--- src/rtl/eti_pkg.sv ---
package eti_pkg;

   typedef logic        [13:0] power_type;
   typedef logic        [14:0] alt_type;
   typedef logic        [8:0]  mach_type;
   typedef logic signed [20:0] thrust_type;
   typedef logic signed [15:0] tab_type;
   typedef logic        [2:0]  idx_type;

   localparam int HALF_POWER = 50 * 100;
   localparam int ALT_STEP   = 1000;
   localparam int MACH_SCALE = 100;
   localparam int MACH_MUL   = 5;
   localparam int TOP_INDEX  = 4;
   localparam int GRID       = 6;
   localparam int OUT_DIV    = 10;
   localparam int THRUST_MAX = 1048575;
   localparam int THRUST_MIN = -1048576;

   // register stages inside one constant divider
   localparam int DIV_LAT = 4;

   // rows: Mach 0.0 .. 1.0, columns: altitude 0 .. 50000 ft
   localparam tab_type IDLE_TAB [GRID][GRID] = '{
      '{ 16'sd1060,   16'sd670,   16'sd880,   16'sd1140,  16'sd1500,  16'sd1860 },
      '{ 16'sd635,    16'sd425,   16'sd690,   16'sd1010,  16'sd1330,  16'sd1700 },
      '{ 16'sd60,     16'sd25,    16'sd345,   16'sd755,   16'sd1130,  16'sd1525 },
      '{ -16'sd1020,  -16'sd710,  -16'sd300,  16'sd350,   16'sd910,   16'sd1360 },
      '{ -16'sd2700,  -16'sd1900, -16'sd1300, -16'sd247,  16'sd600,   16'sd1100 },
      '{ -16'sd3600,  -16'sd1400, -16'sd595,  -16'sd342,  -16'sd200,  16'sd700  }
   };

   localparam tab_type MIL_TAB [GRID][GRID] = '{
      '{ 16'sd12680, 16'sd9150,  16'sd6200, 16'sd3950, 16'sd2450, 16'sd1400 },
      '{ 16'sd12680, 16'sd9150,  16'sd6313, 16'sd4040, 16'sd2470, 16'sd1400 },
      '{ 16'sd12610, 16'sd9312,  16'sd6610, 16'sd4290, 16'sd2600, 16'sd1560 },
      '{ 16'sd12640, 16'sd9839,  16'sd7090, 16'sd4660, 16'sd2840, 16'sd1660 },
      '{ 16'sd12390, 16'sd10176, 16'sd7750, 16'sd5320, 16'sd3250, 16'sd1930 },
      '{ 16'sd11680, 16'sd9848,  16'sd8050, 16'sd6100, 16'sd3800, 16'sd2310 }
   };

   localparam tab_type AB_TAB [GRID][GRID] = '{
      '{ 16'sd20000, 16'sd15000, 16'sd10800, 16'sd7000,  16'sd4000, 16'sd2500 },
      '{ 16'sd21420, 16'sd15700, 16'sd11225, 16'sd7323,  16'sd4435, 16'sd2600 },
      '{ 16'sd22700, 16'sd16860, 16'sd12250, 16'sd8154,  16'sd5000, 16'sd2835 },
      '{ 16'sd24240, 16'sd18910, 16'sd13760, 16'sd9285,  16'sd5700, 16'sd3215 },
      '{ 16'sd26070, 16'sd21075, 16'sd15975, 16'sd11115, 16'sd6860, 16'sd3950 },
      '{ 16'sd28886, 16'sd23319, 16'sd18300, 16'sd13484, 16'sd8642, 16'sd5057 }
   };

   // count of zero bits below the lowest one bit
   function automatic int trail_zeros(input int d);
      int n;
      n = 0;
      for (int i = 0; i < 31; i++) begin
         if (d[i] == 1'b0 && n == i) begin
            n = i + 1;
         end
      end
      return n;
   endfunction

endpackage

--- src/rtl/eti_cdiv.sv ---
// Signed divide by a constant, truncating toward zero, four register stages.
module eti_cdiv #(
   parameter int WIDTH_IN  = 31,
   parameter int WIDTH_OUT = 21,
   parameter int DIVISOR   = 1000
) (
   input  logic                        clock,
   input  logic                        en,
   input  logic signed [WIDTH_IN-1:0]  in_value,
   output logic signed [WIDTH_OUT-1:0] out_value
);
   import eti_pkg::*;

   // split off the power of two as a shift, then an exact reciprocal for the odd part
   localparam int PRE = trail_zeros(DIVISOR);
   localparam int ODD = DIVISOR >> PRE;
   localparam int K   = WIDTH_IN - PRE;
   localparam int L   = $clog2(ODD);
   localparam int SHR = K + L;
   localparam int MW  = K + 2;
   localparam int HL  = K / 2;
   localparam int PLW = HL + MW;
   localparam int PHW = K - HL + MW;
   localparam int SW  = K + MW;
   localparam int QW  = SW - SHR;
   localparam logic [63:0] RECIP64 = ((64'd1 << SHR) + 64'(ODD) - 64'd1) / 64'(ODD);
   localparam logic [MW-1:0] RECIP = RECIP64[MW-1:0];

   logic [WIDTH_IN-1:0]         mag;
   logic [K-1:0]                mag_ff;
   logic                        neg1_ff, neg2_ff, neg3_ff;
   logic [PLW-1:0]              pl_in, pl_ff;
   logic [PHW-1:0]              ph_in, ph_ff;
   logic [SW-1:0]               sum_in;
   logic [QW-1:0]               q_ff;
   logic [QW+WIDTH_OUT-1:0]     qx;
   logic signed [WIDTH_OUT-1:0] qt;
   logic signed [WIDTH_OUT-1:0] out_ff;

   assign mag    = in_value[WIDTH_IN-1] ? unsigned'(-in_value) : unsigned'(in_value);
   assign pl_in  = PLW'(mag_ff[HL-1:0]) * PLW'(RECIP);
   assign ph_in  = PHW'(mag_ff[K-1:HL]) * PHW'(RECIP);
   assign sum_in = {ph_ff, {HL{1'b0}}} + SW'(pl_ff);
   assign qx     = {{WIDTH_OUT{1'b0}}, q_ff};
   assign qt     = signed'(qx[WIDTH_OUT-1:0]);

   always_ff @(posedge clock) begin
      if (en) begin
         mag_ff  <= mag[WIDTH_IN-1:PRE];
         neg1_ff <= in_value[WIDTH_IN-1];
         pl_ff   <= pl_in;
         ph_ff   <= ph_in;
         neg2_ff <= neg1_ff;
         q_ff    <= sum_in[SW-1:SHR];
         neg3_ff <= neg2_ff;
         out_ff  <= neg3_ff ? -qt : qt;
      end
   end

   assign out_value = out_ff;

endmodule

--- config.mk ---
export PLATFORM = sky130hd
export DESIGN_NAME = eti_cdiv
export DESIGN_NICKNAME = d
export VERILOG_FILES = /design/src/rtl/eti_pkg.sv /design/src/rtl/eti_cdiv.sv
export SDC_FILE = /design/constraint.sdc
export NUM_CORES = 1
export LEC_CHECK = 0
export BUFFER_PORTS_ARGS = -buffer_cell sky130_fd_sc_hd__buf_2
export CAP_MARGIN = 0
export CORE_MARGIN = 3
export CORE_UTILIZATION = 60
export DETAILED_ROUTE_END_ITERATION = 10
export HOLD_SLACK_MARGIN = 0.03
export PLACE_DENSITY = 0.85
export SYNTH_ARGS = -nofsm -noshare
export SYNTH_HDL_FRONTEND = slang
export SYNTH_SLANG_ARGS = --single-unit
--- constraint.sdc ---
create_clock -name clock -period 8.3 [get_ports clock]
set_input_delay 1.245 -clock clock [delete_from_list [all_inputs] [get_ports clock]]
set_output_delay 1.245 -clock clock [all_outputs]
set_load 0.1 [all_outputs]
---- Yosys cells after proc, flatten, opt, wreduce, memory -nomap -nowiden ----
Cells that the tools add are included.
operators by class
  add/subtract/negate cells ............... 3
  multiply operators ...................... 2
  mux-type cells .......................... 2
operator list
  kind                                                  number
  adder 56 x 43 -> 56 bit                               1
  multiplier 14 x 29 -> 43 bit (second input constant)  1
  multiplier 14 x 29 -> 42 bit (second input constant)  1
  negation 31 bit                                       1
  2-to-1 mux 30 bit                                     1
  2-to-1 mux 21 bit                                     1
  negation 21 bit                                       1
word-level totals
  register bits ........................... 158
  input port bits ......................... 33
  output and inout port bits .............. 21
  logic and storage cells ................. 16

---- Logic depth before layout (Yosys ltp) ----
  depth after elaboration ................. 2
  depth in mapped cells ................... 23
  depth with buffers taken out ............ 22

---- Least setup slack after synthesis ----
No wires, ideal clock.
  path type ............................... register to register
  start point ............................. reg mag_ff[25]
  end point ............................... reg ph_ff[37] (data pin)
  setup time .............................. 263 ps
  arrival ................................. 5665 ps
  data required time ...................... 8037 ps
  slack ................................... 2372 ps
  cell stages (with the launch flop) ...... 22
  cell sequence ........................... edfxtp_1 > ha_1 > fa_1 > fa_1 > inv_1 > fa_1 > inv_1 > fa_1 > inv_1 > fa_1 > inv_1 > ha_1 > clkbuf_1 > a21o_1 > a21oi_1 > nor3b_1 > o211ai_1 > a311o_1 > a21oi_1 > o21ai_0 > a31oi_1 > xnor2_1
on the way
  longest elaborated chain between the ends .. 1
RTL lines
  what                          RTL line        RTL
  start, declared               eti_cdiv.sv:30  logic [K-1:0] mag_ff;
  start signal, assigned        eti_cdiv.sv:49  mag_ff <= mag[WIDTH_IN-1:PRE];
  multiplier 14 x 29 -> 42 bit  eti_cdiv.sv:42  assign ph_in = PHW'(mag_ff[K-1:HL]) * PHW'(RECIP);
  via ph_in[37]                 eti_cdiv.sv:33  logic [PHW-1:0] ph_in, ph_ff;
  end signal, assigned          eti_cdiv.sv:52  ph_ff <= ph_in;
  end, declared                 eti_cdiv.sv:33
The timed path passes the listed nets, and every way through them passes these cells.
A chain may end at the register's enable or synchronous reset.

---- Worst setup path after layout ----
  start point ............................. reg mag_ff[11]
  end point ............................... reg pl_ff[35] (data pin)
on the way
  longest elaborated chain between the ends .. 1
RTL lines
  what                          RTL line        RTL
  multiplier 14 x 29 -> 43 bit  eti_cdiv.sv:41  assign pl_in = PLW'(mag_ff[HL-1:0]) * PLW'(RECIP);
  via pl_in[35]                 eti_cdiv.sv:32  logic [PLW-1:0] pl_in, pl_ff;
  end signal, assigned          eti_cdiv.sv:51  pl_ff <= pl_in;
  end, declared                 eti_cdiv.sv:32
The timed path passes the listed nets, and every way through them passes these cells.

==> results.sh <==
export IMPL_status="finished, final reports clean"
export IMPL_globalRouteTotalUtil_pct=26.5
export IMPL_clkTransAtPathRegs_ps=70
export IMPL_diodes=0
export IMPL_start_kind="flip-flop"
export IMPL_synth_edf_count=144
export IMPL_drive_gt1_share_pct=6.31
export IMPL_crit_chain="ha_1, inv_1, fa_1, inv_1, fa_1, inv_1, fa_1, inv_1, fa_1, inv_1, fa_1, inv_1, ha_1, nand2_1, nor3_1, a21oi_1, a311oi_1, o211ai_1, a21o_1, o21ai_0, a21oi_1, xnor2_1"
export IMPL_ioPinCount=54
export IMPL_grt_pass1_wl_um=66100
export IMPL_holdBufCountCts=0
export IMPL_dp_cells=2079
export IMPL_syn_cell_area_um2=18000
export IMPL_top_layer="met4"
export IMPL_place_congestion=0.970
export IMPL_drc=0
export IMPL_cts_setup_buffers=0
export IMPL_seqCellArea_um2=4320
export IMPL_routed_wl_met2_um=18500
export IMPL_max_cap_violations=0
export IMPL_crit_path_end_kind="flip-flop"
export IMPL_numCtsBuffers=17
export IMPL_grt_antenna_before_repair=0
export IMPL_ys_seq_area_share_pct=24.1
export IMPL_grt_max_degree=74
export IMPL_cp_slowest_cell="edfxtp_1"
export IMPL_finalCriticalPeriod_ps=6850
export IMPL_die_y_um=179
export IMPL_crit_required_ps=8480
export IMPL_critPathMaxStageDelay_ps=670
export IMPL_post_place_ws_ps=1590
export IMPL_hold_class="reg2reg"
export IMPL_area_growth_synth_to_final_pct=7.23
export IMPL_synth_cell_types=58
export IMPL_setup_ws_ps=1450
export IMPL_syn_area_per_cell_um2=10.8
export IMPL_final_cells=2111
export IMPL_final_util_pct=66.2
export IMPL_wl_per_cell_um=18.8
export IMPL_cts_tree="built"
export IMPL_first_pass_iters=5
export IMPL_via_count=12300
export IMPL_worstSetupPathType="reg2reg"
export IMPL_maxSlewHeadroom_pct=38.6
export IMPL_fmax_ghz=0.146
export IMPL_start_util_pct=61.7
export IMPL_viasPerCell=5.84
export IMPL_fin_setup_tns_ps=0
export IMPL_multi_input_area_um2=12400
export IMPL_port_buffers=53
export IMPL_cp_max_fo=9
export IMPL_clockBufferDepth=2
export IMPL_synth_nets=2230
export IMPL_grt_ovfl_total=0
export IMPL_syn_inst=1659
export IMPL_die_w_um=179
export IMPL_ys_ff_latch=144
export IMPL_cpMostUsedCell="inv_1"
export IMPL_fillCellCount=2176
export IMPL_routed_wirelength_um=39700
export IMPL_post_dp_hpwl_um=32700
export IMPL_skew_ps=20.9
export IMPL_nets=2285
export IMPL_clock_latency_ps=440
export IMPL_setup_viol=0
export IMPL_design_die_area_um2=32000
export IMPL_worst_pin_slew_ps=922
export IMPL_final_max_slew_violation_count=0
export IMPL_rsz0062_at_grt="false"
export IMPL_clock_sinks=144
export IMPL_synth_async_reset_ratio_pct=0
export IMPL_finalCritPeriodShare_pct=82.6
export IMPL_root_buffer="clkbuf_16"
export IMPL_ys_warn_count=0
export IMPL_synth_ff_type="edfxtp_1"
export IMPL_hold_viol=0
export IMPL_h_tree_depth=4
export IMPL_wl_met1_um=17200
export IMPL_grt_pass1_vias=12900
export IMPL_rows=62
export IMPL_antenna_left=0
export IMPL_post_cts_resize_count=0
export IMPL_core_area_um2=29100
export IMPL_drt_iter0_drc=834
export IMPL_critPathArrivalTime_ps=7040
export IMPL_wl_met3_um=3010
-- critical path: cells and delay by family (launching register included) --
kind	cells	cell delay, ps
simple gates	2	350
xor+xnor	1	130
compound gates	6	1570
buf+inv	6	400
flops	1	670
fa+ha+maj	7	3460
-- layout make-up --
cell class	count	share of cell area, %
clock buffers	17	2.21
repair buffers	54	1.45
multi-input cells	1181	64.3
flip-flops and latches	144	22.5
well taps	384	2.50
inverters	316	6.16
clock inverters	15	0.942
-- cell families after synthesis --
group           count (synthesis)  synth area share [%]
fa+ha+maj                     538                  45.4
xor+xnor                      137                  6.68
compound gates                285                  10.3
flops                         144                  24.1
buf+inv                       334                  6.98
simple gates                  221                  6.47
-- flip-flops by register name, indices dropped and copies added (netlist names) --
name and flops:
mag_ff 28, ph_ff 42, neg2_ff 1, neg1_ff 1, neg3_ff 1, out_value 21, pl_ff 29, q_ff 21
-- metal layers --
layer,up-vias,global-route usage [%]
met3,65,6.33
met1,6013,36.0
met2,441,43.0
met4,0,7.21
met5,-,0
li1,5811,-
-- path summary, 6_finish.rpt --
| check | end | cells after the start | start | slack, ps |
|---|---|---|---|---|
| setup reg to reg | pl_ff[35]$_DFFE_PP_ | 22 | mag_ff[11]$_DFFE_PP_ | 1450 |
| hold reg to reg | neg3_ff$_DFFE_PP_ | 0 | neg2_ff$_DFFE_PP_ | 450 |
| setup / recovery | pl_ff[35]$_DFFE_PP_ | 22 | mag_ff[11]$_DFFE_PP_ | 1450 |
| hold / removal | neg3_ff$_DFFE_PP_ | 0 | neg2_ff$_DFFE_PP_ | 450 |
-- cells in the mapped netlist (16+ instances only) --
master / instances / area, um^2
clkbuf_1: 17 / 63.8
o21ai_0: 50 / 250
a211oi_1: 16 / 120
fa_1: 190 / 3800
xnor2_1: 105 / 920
edfxtp_1: 144 / 4320
nand3_1: 21 / 105
a21o_1: 46 / 345
xor2_1: 32 / 280
ha_1: 348 / 4350
nand2_1: 65 / 244
a21oi_1: 86 / 430
nor2_1: 36 / 135
inv_1: 316 / 1190
-- layout by cell type (no fill, tap or decap), drive strengths merged, types with 7 or more instances in the layout --
cell type  count
edfxtp       144
o41ai          7
o21a           7
nand3         21
and3          12
o31ai         12
a31oi          7
xor2          32
nand4         14
clkbuf        17
nor2b         12
nand2b        10
o21ai         51
o21bai        12
nand2         65
a211oi        16
o211ai         8
a21oi         86
xnor2        105
ha           348
or2           10
or3           10
inv          325
fa           190
a21o          46
nor2          36
or4            9
buf           54
nor3           8
-- per-stage QoR --
step / hold slack, ps / area (um^2)
after CTS: 449 / 19300
after global routing: 459 / 19300
after global placement: 405 / 18600
final: 450 / 19300
after detailed placement: 431 / 18600
after floorplan: 400 / 18000
Power is not shown: default switching activity piles up to over one toggle a cycle in this logic, so the estimate is an artifact.
